**src/rtl/core/mnp_pkg.sv**
```systemverilog
// ----------------------------------------------------------------------------
// mnp_pkg: shared types, constants and helpers for the MIDI note parser
// Status byte codes, message kinds and the result record.
// ----------------------------------------------------------------------------
package mnp_pkg;

	localparam logic [7:0] REALTIME_MIN = 8'hF8;
	localparam logic [7:0] SYSTEM_MIN   = 8'hF0;
	localparam logic [7:0] NO_STATUS    = 8'h00;

	localparam logic [3:0] KIND_NOTE_OFF = 4'h8;
	localparam logic [3:0] KIND_NOTE_ON  = 4'h9;
	localparam logic [3:0] KIND_PROGRAM  = 4'hC;
	localparam logic [3:0] KIND_PRESSURE = 4'hD;

	localparam logic [1:0] LEN_SHORT = 2'd1;
	localparam logic [1:0] LEN_LONG  = 2'd2;

	typedef struct packed {
		logic [6:0] note_number;
		logic [6:0] note_velocity;
		logic       pressed;
	} note_t;

	typedef struct packed {
		logic  hit;
		note_t note;
	} parse_res_t;

	function automatic logic [1:0] msg_length(input logic [7:0] status);
		logic [3:0] kind;
		kind = status[7:4];
		return (kind == KIND_PROGRAM || kind == KIND_PRESSURE) ? LEN_SHORT : LEN_LONG;
	endfunction

	function automatic logic is_note(input logic [7:0] status);
		logic [3:0] kind;
		kind = status[7:4];
		return (kind == KIND_NOTE_OFF || kind == KIND_NOTE_ON);
	endfunction

endpackage

```
**src/rtl/core/mnp_parse.sv**
```systemverilog
// ----------------------------------------------------------------------------
// mnp_parse: running-status tracker and note decoder
// Decodes the staged byte against the current state; state moves on take.
// ----------------------------------------------------------------------------
module mnp_parse (
	input  logic                 clk,
	input  logic                 arst_n,
	input  logic [7:0]           byte_s1,
	input  logic                 pkt_end_s1,
	input  logic                 take,
	output mnp_pkg::parse_res_t  res
);

	logic [7:0] status_q, status_d;
	logic [1:0] pend_q, pend_d;
	logic [6:0] held_q, held_d;
	logic [1:0] pend_eff;

	always_comb begin
		status_d = status_q;
		pend_d   = pend_q;
		held_d   = held_q;
		pend_eff = pend_q;
		res.hit  = 1'b0;
		res.note.note_number   = held_q;
		res.note.note_velocity = byte_s1[6:0];
		res.note.pressed       = (status_q[7:4] == mnp_pkg::KIND_NOTE_ON) &&
		                         (byte_s1[6:0] != 7'd0);
		if (byte_s1 >= mnp_pkg::REALTIME_MIN) begin
			// realtime: nothing changes
		end else if (byte_s1[7]) begin
			if (byte_s1 < mnp_pkg::SYSTEM_MIN) begin
				status_d = byte_s1;
				pend_d   = mnp_pkg::msg_length(byte_s1);
			end else begin
				status_d = mnp_pkg::NO_STATUS;
				pend_d   = 2'd0;
			end
		end else if (status_q != mnp_pkg::NO_STATUS) begin
			// data byte with nothing pending reopens a message of the running type
			pend_eff = (pend_q == 2'd0) ? mnp_pkg::msg_length(status_q) : pend_q;
			if (mnp_pkg::is_note(status_q)) begin
				if (pend_eff >= mnp_pkg::LEN_LONG) begin
					held_d = byte_s1[6:0];
					pend_d = mnp_pkg::LEN_SHORT;
				end else begin
					res.hit = 1'b1;
					pend_d  = 2'd0;
				end
			end else begin
				pend_d = pend_eff - 2'd1;
			end
		end
		if (pkt_end_s1) begin
			status_d = mnp_pkg::NO_STATUS;
			pend_d   = 2'd0;
		end
	end

	always_ff @(posedge clk or negedge arst_n) begin
		if (!arst_n) begin
			status_q <= mnp_pkg::NO_STATUS;
			pend_q   <= 2'd0;
		end else if (take) begin
			status_q <= status_d;
			pend_q   <= pend_d;
		end
	end

	// held byte is only read after a first data byte wrote it
	always_ff @(posedge clk) begin
		if (take) begin
			held_q <= held_d;
		end
	end

endmodule

```
**src/rtl/core/mnp_outreg.sv**
```systemverilog
// ----------------------------------------------------------------------------
// mnp_outreg: result register for decoded note beats
// Holds one note until the consumer takes it.
// ----------------------------------------------------------------------------
module mnp_outreg (
	input  logic           clk,
	input  logic           arst_n,
	input  logic           load,
	input  mnp_pkg::note_t note_d,
	input  logic           note_stall,
	output logic           free,
	output logic           note_valid,
	output mnp_pkg::note_t note_q
);

	logic valid_q;

	assign free       = !valid_q || !note_stall;
	assign note_valid = valid_q;

	always_ff @(posedge clk or negedge arst_n) begin
		if (!arst_n) begin
			valid_q <= 1'b0;
		end else if (free) begin
			valid_q <= load;
		end
	end

	always_ff @(posedge clk) begin
		if (load) begin
			note_q <= note_d;
		end
	end

endmodule

```
**src/rtl/core/midi_note_event_parser_core.sv**
```systemverilog
// ----------------------------------------------------------------------------
// midi_note_event_parser_core: MIDI running-status note parser
//
//   channel | beat carries                          | handshake
//   --------+---------------------------------------+-----------------------
//   byte    | in_byte[7:0], packet_end              | byte_valid / byte_stall
//   note    | note_number, note_velocity, pressed   | note_valid / note_stall
//
// One byte per cycle while byte_stall is low. A byte is decoded in the input
// stage register; a completed note then goes into the note port's register.
// Reset clears the running status, the pending count and both valid flags.
// byte_stall rises only when a note is ready and the output register still
// holds an untaken note; bytes that complete no note are never held up.
// ----------------------------------------------------------------------------
module midi_note_event_parser_core (
	input  logic       clk,
	input  logic       arst_n,
	input  logic       byte_valid,
	output logic       byte_stall,
	input  logic [7:0] in_byte,
	input  logic       packet_end,
	output logic       note_valid,
	input  logic       note_stall,
	output logic [6:0] note_number,
	output logic [6:0] note_velocity,
	output logic       pressed
);

	logic                vld_s1;
	logic [7:0]          byte_s1;
	logic                pkt_end_s1;
	logic                take;
	logic                load;
	logic                out_free;
	mnp_pkg::parse_res_t res;
	mnp_pkg::note_t      note_q;

	assign byte_stall = vld_s1 && res.hit && !out_free;
	assign take       = vld_s1 && !byte_stall;
	assign load       = vld_s1 && res.hit && out_free;

	always_ff @(posedge clk or negedge arst_n) begin
		if (!arst_n) begin
			vld_s1 <= 1'b0;
		end else if (!byte_stall) begin
			vld_s1 <= byte_valid;
		end
	end

	always_ff @(posedge clk) begin
		if (byte_valid && !byte_stall) begin
			byte_s1    <= in_byte;
			pkt_end_s1 <= packet_end;
		end
	end

	mnp_parse u_parse (
		.clk        (clk),
		.arst_n     (arst_n),
		.byte_s1    (byte_s1),
		.pkt_end_s1 (pkt_end_s1),
		.take       (take),
		.res        (res)
	);

	mnp_outreg u_outreg (
		.clk        (clk),
		.arst_n     (arst_n),
		.load       (load),
		.note_d     (res.note),
		.note_stall (note_stall),
		.free       (out_free),
		.note_valid (note_valid),
		.note_q     (note_q)
	);

	assign note_number   = note_q.note_number;
	assign note_velocity = note_q.note_velocity;
	assign pressed       = note_q.pressed;

`ifndef SYNTHESIS
	a_stall_needs_item: assert property (@(posedge clk) disable iff (!arst_n)
		byte_stall |-> vld_s1)
		else $error("byte stall with empty input stage");

	a_no_overwrite: assert property (@(posedge clk) disable iff (!arst_n)
		(note_valid && note_stall) |-> !load)
		else $error("held note overwritten");

	a_note_from_data: assert property (@(posedge clk) disable iff (!arst_n)
		load |-> !byte_s1[7])
		else $error("note completed by a status byte");

	a_pressed_vel: assert property (@(posedge clk) disable iff (!arst_n)
		(note_valid && pressed) |-> (note_velocity != 7'd0))
		else $error("pressed with zero velocity");
`endif

endmodule
```
**config.mk**
```make
export PLATFORM = sky130hd
export DESIGN_NAME = midi_note_event_parser_core
export DESIGN_NICKNAME = d
export VERILOG_FILES = /design/src/rtl/core/mnp_pkg.sv /design/src/rtl/core/mnp_parse.sv /design/src/rtl/core/mnp_outreg.sv /design/src/rtl/core/midi_note_event_parser_core.sv
export SDC_FILE = /design/constraint.sdc
export NUM_CORES = 1
export LEC_CHECK = 0
export ABC_AREA = 0
export BUFFER_PORTS_ARGS = -buffer_cell sky130_fd_sc_hd__buf_2
export CORE_MARGIN = 5
export CORE_UTILIZATION = 48
export DETAILED_ROUTE_END_ITERATION = 7
export HOLD_SLACK_MARGIN = 0.08
export PLACE_DENSITY = 0.75
export REMOVE_ABC_BUFFERS = 1
export SETUP_SLACK_MARGIN = 0.5
export SYNTH_ARGS = -nofsm -noshare
export SYNTH_HDL_FRONTEND = slang
export SYNTH_SLANG_ARGS = --single-unit
```
**constraint.sdc**
```tcl
create_clock -name clk -period 2.39 [get_ports clk]
set_input_delay 0.478 -clock clk [delete_from_list [all_inputs] [get_ports clk]]
set_output_delay 0.478 -clock clk [all_outputs]
set_load 0.02 [all_outputs]
```
After elaboration in Yosys (flattened, before gate mapping) --
Cells that the tools add are included.
Cells by class: add/sub/neg operators 1, $lt $le $gt $ge 3, eq/ne operators 7, multiplexer cells 19, bitwise logic cells 2, reduce and logical (&&, ||, !) cells 22
Operator list (count):
- $mux 8 | 4
- $eq 4x4->1 const B | 6
- $mux 2 | 9
- $ge 8x8->1 const B | 1
- $lt 8x8->1 const B | 1
- $reduce_bool 8->1 | 1
- $reduce_bool 7->1 | 1
- $logic_and 1x1->1 | 6
- $mux 1 | 6
- $reduce_and 3->1 | 2
- $reduce_and 6->1 | 1
- $logic_not 1->1 | 4
- $logic_or 1x1->1 | 4
- $reduce_bool 3->1 | 1
- $ge 2x2->1 const B | 1
- $logic_not 2->1 | 1
- $ne 2x2->1 const B | 1
- $not 1->1 | 2
- $reduce_bool 2->1 | 1
- $sub 2x1->2 const B | 1
Word-level totals: bits in registers 43, output and inout port bits 17

Longest topological paths before layout --
Gate-level depths: netlist of the first run.
word-level depth 15, gate-level depth with buffers 6, depth with buffers taken out 4

Modules after synthesis --
Synthesis of the first run repeated with hierarchy kept, for this count alone.
Second synthesis, totals: cells, all modules 110, area, all modules 1669.1 um^2
Modules (own cells, without submodules):
- mnp_parse | times used 1, cells each 74, area each 832.0 um^2, sequential area each 460.4 um^2
- mnp_outreg | times used 1, cells each 18, area each 486.7 um^2, sequential area each 475.5 um^2
- midi_note_event_parser_core | times used 1, cells each 18, area each 350.3 um^2, sequential area each 295.3 um^2

Worst setup path before layout of the first run --
OpenSTA, ideal clock, no wires.
path type reg2reg, start point reg u_parse.status_q[5], end point reg u_outreg.note_q[0] (netlist name), arrival time 1.880 ns, required time 1.998 ns, path slack 0.119 ns, stages on the path, launching flop included 4, cell sequence dfrtp_1 -> or3b_1 -> or2_1 -> a21oi_1
On the way: cells in the longest elaborated chain, start to end 12
RTL lines:
- start, declared | line mnp_parse.sv:14 | logic [7:0] status_q, status_d;
- start signal, assigned | line mnp_parse.sv:62 | status_q <= mnp_pkg::NO_STATUS;
- start signal, assigned | line mnp_parse.sv:65 | status_q <= status_d;
- $eq 4x4->1 | line mnp_pkg.sv:33 | return (kind == KIND_PROGRAM || kind == KIND_PRESSURE) ? LEN_SHORT : LEN_LONG;
- $logic_or 1x1->1 | line mnp_pkg.sv:33
- $mux 2 | line mnp_pkg.sv:33
- $mux 2 | line mnp_parse.sv:41 | pend_eff = (pend_q == 2'd0) ? mnp_pkg::msg_length(status_q) : pend_q;
- $ge 2x2->1 | line mnp_parse.sv:43 | if (pend_eff >= mnp_pkg::LEN_LONG) begin
- $mux 1 | line mnp_parse.sv:43
- $mux 1 | line mnp_parse.sv:42 | if (mnp_pkg::is_note(status_q)) begin
- $mux 1 (*) | line mnp_parse.sv:39 | end else if (status_q != mnp_pkg::NO_STATUS) begin
- $mux 1 (*) | line mnp_parse.sv:31 | end else if (byte_s1[7]) begin
- $mux 1 (*) | line mnp_parse.sv:29 | if (byte_s1 >= mnp_pkg::REALTIME_MIN) begin
- $logic_and 1x1->1 (*) (2 in a row) | line midi_note_event_parser_core.sv:40 | assign load = vld_s1 && res.hit && out_free;
- net load | line midi_note_event_parser_core.sv:33 | logic load;
The timed path passes the listed nets; every way through them passes the cells marked *. A chain may end at the register's enable or synchronous reset.

Worst setup path in the final report of the first run --
start point reg u_parse.status_q[6], end point out byte_stall
On the way: cells in the longest elaborated chain, start to end 12
RTL lines:
- $eq 4x4->1 | line mnp_pkg.sv:33
- $logic_or 1x1->1 | line mnp_pkg.sv:33
- $mux 2 | line mnp_pkg.sv:33
- $mux 2 | line mnp_parse.sv:41
- $ge 2x2->1 | line mnp_parse.sv:43
- $mux 1 | line mnp_parse.sv:43
- $mux 1 | line mnp_parse.sv:42
- $mux 1 (*) | line mnp_parse.sv:39
- $mux 1 (*) | line mnp_parse.sv:31
- $mux 1 (*) | line mnp_parse.sv:29
- $logic_and 1x1->1 (*) (2 in a row) | line midi_note_event_parser_core.sv:38 | assign byte_stall = vld_s1 && res.hit && !out_free;
- end, declared | line midi_note_event_parser_core.sv:19 | output logic byte_stall,
Mark *: on every way between the ends. The rest lies on a longest branch, timed or not.

==> qor.csv, run 1 <==
metric,value,unit
status,finished clean,
setup ws final,0.418,ns
CP peak stage delay,0.42,ns
Hold Crit Class,primary input to flop,
Tightest Pin Transition,0.383,ns
total power,0.00136,W
power per cell area,689,nW/um^2
Yosys cell types,32,
CP top delay family,simple AND/OR/NAND/NOR gates,
combinational share of power,10.8,%
Worst Path Buf+Inv,1,
Tmin final,1.97,ns
Final Hold Vio Count,0,
Total GRT Usage,14.1,%
Fin Setup TNS,0,ns
total CTS buffers,5,
Slew HR,74.4,%
Ports,30,
CP max FO,2,
n_diodes,0,
Placer Congestion,0.892,
Max Buffers Root-to-Sink,2,
Sink Count,43,
"count leader, synth",edfxtp_1,
core area,3280,sq um
Synth async-reset ratio,27.9,%
Final #Nets,151,
FP Rows,21,
vias per cell,5.29,
unrepaired setup endpoints after global routing,true,
Initial DRC Count,50,
area grow syn2layout,22.9,%
nature of the critical path startpoint,flop,
Fillers,247,
clock group share of total power,23.8,%
die area,4600,sq um
syn avg cell area,17.5,sq um
largest family of logic cells by synthesized area,simple AND/OR/NAND/NOR gates,
biggest area consumer among synthesized cells,edfxtp_1,
Max-cap violations,0,
LEAKAGE,0.795,nW
Peak VDD IR,0.000446,V
Min Hold Slack,0.302,ns
htree depth,2,
Synth top cells by count,"edfxtp_1 (31), dfrtp_1 (12), a22o_1 (7)",
die width,67.9,microns
Setup Slack @ Placement,0.498,ns
Worst-Skew Late Latency,0.34,ns
chip height,67.9,microns
initial antenna violation count,0,
FF/Latch Area,1230,sq um
vias in the first global route,1021,
Synth Area in Compound Gates,7.79,%
Placed Area,1810,sq um
switching share of total power,23.9,%
CP Capture Type,primary output,
clk slew on worst S/H paths,0.11,ns
via count,979,
worst clock skew,0.00425,ns
first-pass GRT wire length,4550,microns
Post-synth EDFFs,31,
DRC viols,0,
I/O Buffers,29,
Int Pwr,0.00103,W
Avg WL per Cell,15.6,microns
CP Cell Sequence,"or3b_4, nor3_4, buf_6",
largest net degree at the start of global routing,16,
Routed Wire Length,2890,microns
TritonCTS clock tree,yes,
starting density of the core,48.9,%
post-synthesis sequential area ratio,76.6,%
crit path max-delay cell type,or3b_4,
post-synthesis register bit count,43,
Final Slew Violations,0,
post-synthesis mux area share,1.40,%
synthesized-area fraction occupied by and/or/nand/nor cells,12.2,%
layout cells sized above 1,41.0,%
sequential share of power,65.4,%
Worst Path Arrival,1.49,ns
design area,1970,sq um
GRT overflow,0,
Synth Instances,92,
Final period util,82.5,%
Peak Freq,0.507,GHz
first-pass detailed-route iteration total,5,
post-synthesis adder-cell area fraction,0,%
xor and xnor area share after synthesis,0,%
required time of the worst setup path,1.91,ns
Yosys top cell area share,57.9,%
cell area after synthesis,1610,sq um
ys flop type,edfxtp_1,
Final HPWL DP,1880,microns
net switching power,0.000326,W
root buffer cell,clkbuf_4,
CP Class,flop to primary output,
multi-input logic area,359,sq um
endpoints failing setup,0,
Yosys warnings,0,
"antenna viol nets, final",0,
"top cells by area, synth","edfxtp_1 (58%), dfrtp_1 (19%), a22o_1 (3.8%), mux2_1 (1.4%), nor4_4 (1.3%)",
## repair_timing
| item | in CTS | in global routing |
|---|---|---|
| hold buffers | 1 | 0 |
| pin swaps | 2 | 3 |
| endpoints found under the setup margin | 1 | 18 |
| hold endpoints to repair | 12 | 0 |
| gates cloned | 0 | 1 |
| gates resized for setup | 3 | 8 |
| setup buffers | 6 | 2 |
## path summary, 6_finish.rpt
check	startpoint	to	slack (ns)	cells past startpoint
min in group asynchronous	arst_n	u_parse.status_q[4]$_DFFE_PN0P_	0.53	2
max reg2reg	u_parse.status_q[6]$_DFFE_PN0P_	u_parse.pend_q[1]$_DFFE_PN0P_	0.45	6
max in group asynchronous	arst_n	u_parse.status_q[6]$_DFFE_PN0P_	1.65	2
min	in_byte[1]	byte_s1[1]$_DFFE_PP_	0.30	1
min reg2reg	u_parse.held_q[3]$_DFFE_PP_	u_outreg.note_q[11]$_DFFE_PP_	0.43	0
max	u_parse.status_q[6]$_DFFE_PN0P_	byte_stall	0.42	3
## kinds of logic after synthesis
logic type             after synthesis
AOI/OAI and AO/OA                   17
muxes                                2
and+or+nand+nor                     24
buffers and inverters                6
DFF                                 43
## flip-flops by register name, summed over array words and instances (netlist names)
| signal | cells |
|---|---|
| u_outreg.note_q | 15 |
| byte_s1 | 8 |
| u_parse.status_q | 8 |
| u_parse.held_q | 7 |
| u_parse.pend_q | 2 |
| pkt_end_s1 | 1 |
| u_outreg.note_valid | 1 |
| vld_s1 | 1 |
## through the flow
stage	utilization, %	instances
6_report	60.1	185
5_1_grt	60.1	185
4_1_cts	58.7	182
3_5_place_dp	55.2	167
3_3_place_gp	55.2	167
2_1_floorplan	-	89
## worst register-to-register path: stages (launching register included)
cell     delay, ns
dfrtp_1       0.40
buf_4         0.14
buf_4         0.14
or4_4         0.54
nor4_4        0.20
nor3_2        0.11
mux2_1        0.32
## area by class of cell
cell class	instances	share of cell area, %
timing repair buffer	42	13.3
clock inverter	3	0.760
multi-input combinational	43	18.2
clock buffer	5	1.90
tap	46	2.92
sequential	43	62.4
inverter	3	0.570
## placed cells by master (no fill, tap or decap), types with 2 or more instances in the layout
cell type   n
clkbuf_4    5
dfrtp_1    12
buf_6       4
edfxtp_1   31
inv_1       3
buf_2      28
nor2b_1     3
or4_4       2
buf_4       9
a21oi_1     2
or2_1       2
o21ai_0     3
clkinv_1    2
a22o_1      7
nand2_1     3
## per-layer routing
| metal | track usage, % | part of all wire, % | vias to the layer above | wire, microns |
|---|---|---|---|---|
| met4 | 9.18 | 4.4 | 0 | 127 |
| met1 | 14.7 | 38 | 442 | 1100 |
| met5 | 0 | 0 | - | 0 |
| met2 | 23.1 | 47 | 69 | 1350 |
| met3 | 6.40 | 11 | 20 | 309 |
| li1 | - | - | 448 | - |
## power groups by stage
stage                     clock (W)  sequential (W)  combinational [W]
after floorplan                   0        0.000897          0.0000683
final                      0.000323        0.000889           0.000148
after CTS                  0.000332        0.000885           0.000129
after global routing       0.000370        0.000893           0.000159
after detailed placement          0        0.000907           0.000105
after global placement            0        0.000904           0.000101
No activity file was read; power rests on OpenSTA's default activity.
==> run 2, diff against run 1 <==
Settings changed: ABC_AREA 0 to 1, CORE_UTILIZATION 48 to 49, PLACE_DENSITY 0.75 to 0.76.
Clock period 2.39 ns to 1.7 ns, I/O delays scaled along.
==> qor.csv, run 2 <==
metric,value,unit
status,"complete, but fails checks",
failing checks,negative setup slack,
ys flop type,edfxtp_1,
Final period util,106,%
Avg WL per Cell,14.3,microns
total power,0.00210,W
die width,68.7,microns
Synth top cells by count,"nand2_1 (37), edfxtp_1 (31), nor2_1 (14), dfrtp_1 (12)",
setup ws final,-0.103,ns
die area,4720,sq um
endpoints failing setup,1,
Post-synth EDFFs,31,
Worst Path Arrival,1.46,ns
Fillers,247,
Initial DRC Count,95,
CP Class,flop to primary output,
power per cell area,912,nW/um^2
"top cells by area, synth","edfxtp_1 (55%), dfrtp_1 (18%), nand2_1 (8.2%), nand3_1 (3.3%), nor2_1 (3.1%)",
busiest grt layer,met2,
Yosys warnings,0,
number of cells after detailed placement,211,
top flop regs,"u_outreg.note_q (15), byte_s1 (8), u_parse.status_q (8)",
LEAKAGE,0.993,nW
GRT overflow,0,
Top reg by flops,u_outreg.note_q,
cell area after synthesis,1690,sq um
clk slew on worst S/H paths,0.13,ns
layout cells sized above 1,42.1,%
Tmin final,1.80,ns
root buffer cell,clkbuf_4,
htree depth,2,
DRC viols,0,
Worst-Skew Late Latency,0.36,ns
"count leader, synth",nand2_1,
starting density of the core,50.7,%
CP max FO,3,
Peak Freq,0.555,GHz
Final #Nets,202,
Max Buffers Root-to-Sink,2,
Hold Crit Class,primary input to flop,
Fin Setup TNS,-0.103,ns
Placer Congestion,0.827,
via count,1187,
"most common cell after layout, fill and taps aside",nand2_1,
Final Slew Violations,0,
max reg flops,15,
Synth async-reset ratio,27.9,%
post-synthesis register bit count,43,
n_diodes,0,
worst clock skew,0.0132,ns
final std cells w/o fill,236,
FP Rows,21,
Ports,30,
Routed Wire Length,3370,microns
largest net degree at the start of global routing,16,
Slew HR,71.0,%
Synth Instances,135,
grt met1 use,18.1,%
vias per cell,5.03,
area grow syn2layout,36.3,%
biggest area consumer among synthesized cells,edfxtp_1,
unrepaired setup endpoints after global routing,true,
met2 Resource Use GR,28.1,%
Yosys top cell area share,55.1,%
"antenna viol nets, final",0,
Sink Count,43,
first-pass detailed-route iteration total,5,
post-synthesis sequential area ratio,72.8,%
total CTS buffers,5,
"commonest non-fill, non-tap cells in the layout","nand2_1 (33), edfxtp_1 (31), buf_6 (26)",
first-pass GRT wire length,5460,microns
required time of the worst setup path,1.36,ns
chip height,68.7,microns
Tightest Pin Transition,0.432,ns
Yosys cell types,22,
I/O Buffers,29,
Max-cap violations,0,
TritonCTS clock tree,yes,
Final HPWL DP,2170,microns
Final Hold Vio Count,0,
initial antenna violation count,0,
syn avg cell area,12.5,sq um
post-layout util,69.0,%
Peak VDD IR,0.000667,V
CP Capture Type,primary output,
core area,3340,sq um
vias in the first global route,1180,
Total GRT Usage,16.5,%
grt met3 use,6.16,%
nature of the critical path startpoint,flop,
==> run 2: changes by cell type in the layout (fill, tap and decap cells not counted), moves of 5 or more <==
cell     change
nand2_1     +30
a22o_1       -7
buf_2       -16
buf_6       +22
nand3_1      +9
nor2_1       +9
inv_1        +5
==> run 2: final cells by class <==
cell class              count  area, sq um  share of cell area (%)
flip-flops and latches     43         1230                    53.5
clock buffers               5         37.5                    1.63
multi-input cells          79          452                    19.6
repair buffers             48          430                    18.7
well taps                  46         57.6                    2.50
inverters                  12         47.5                    2.06
clock inverters             3         46.3                    2.01
==> run 2: report_power, final <==
part | total [W] | internal [W] | switching [W]
Combinational | 0.000215 | 0.0000974 | 0.000118
Clock | 0.000658 | 0.000314 | 0.000344
Sequential | 0.00123 | 0.00118 | 0.0000512
Total | 0.00210 | 0.00159 | 0.000513
==> run 2: worst max-delay path, stage by stage, from the launching register on <==
cell and delay [ns]:
dfrtp_1 0.43, inv_1 0.07, nand3_2 0.11, a21oi_4 0.19
nand4_4 0.11, inv_2 0.08, buf_6 0.11
==> run 2: cells by family (layout without fill, tap and decap cells) <==
family	Yosys count	count (layout)	synth area share [%]
AOI/OAI and AO/OA	6	6	2.59
buffers and inverters	13	68	3.33
DFF	43	43	72.8
and+or+nand+nor	73	73	21.2
==> run 2: path summary, 6_finish.rpt <==
| path | cells past startpoint | start | slack (ns) | end |
|---|---|---|---|---|
| max in group asynchronous | 2 | arst_n | 1.09 | vld_s1$_DFFE_PN0N_ |
| worst min register to register | 0 | u_parse.held_q[6]$_DFFE_PP_ | 0.43 | u_outreg.note_q[14]$_DFFE_PP_ |
| worst max-delay path | 6 | u_parse.status_q[5]$_DFFE_PN0P_ | -0.10 | byte_stall |
| worst min-delay path | 1 | in_byte[1] | 0.14 | byte_s1[1]$_DFFE_PP_ |
| min in group asynchronous | 2 | arst_n | 0.37 | u_parse.status_q[3]$_DFFE_PN0P_ |
| worst max register to register | 9 | u_parse.status_q[6]$_DFFE_PN0P_ | 0.05 | u_parse.status_q[6]$_DFFE_PN0P_ |
==> run 2: metal layers <==
layer	vias up	routed length (microns)
met4	0	94
met1	563	1360
met5	-	0
met3	13	201
met2	47	1710
li1	564	-
==> run 2: timing repair <==
item,CTS,global route
endpoints found under the hold margin,12,0
setup endpoints to repair,60,61
gates resized for setup,53,9
hold buffers,1,0
buffers inserted,12,3
pin swaps,7,8
gates cloned,1,0
==> run 2: stage by stage <==
step | hold slack (ns) | setup WS [ns] | cell area [sq um]
global placement | 0.230 | 0.202 | 1900
floorplan | 0.0444 | -0.137 | 1680
finish | 0.142 | -0.103 | 2300
CTS | 0.130 | -0.140 | 2250
detailed placement | 0.234 | 0.134 | 1900
global route | 0.108 | -0.202 | 2300
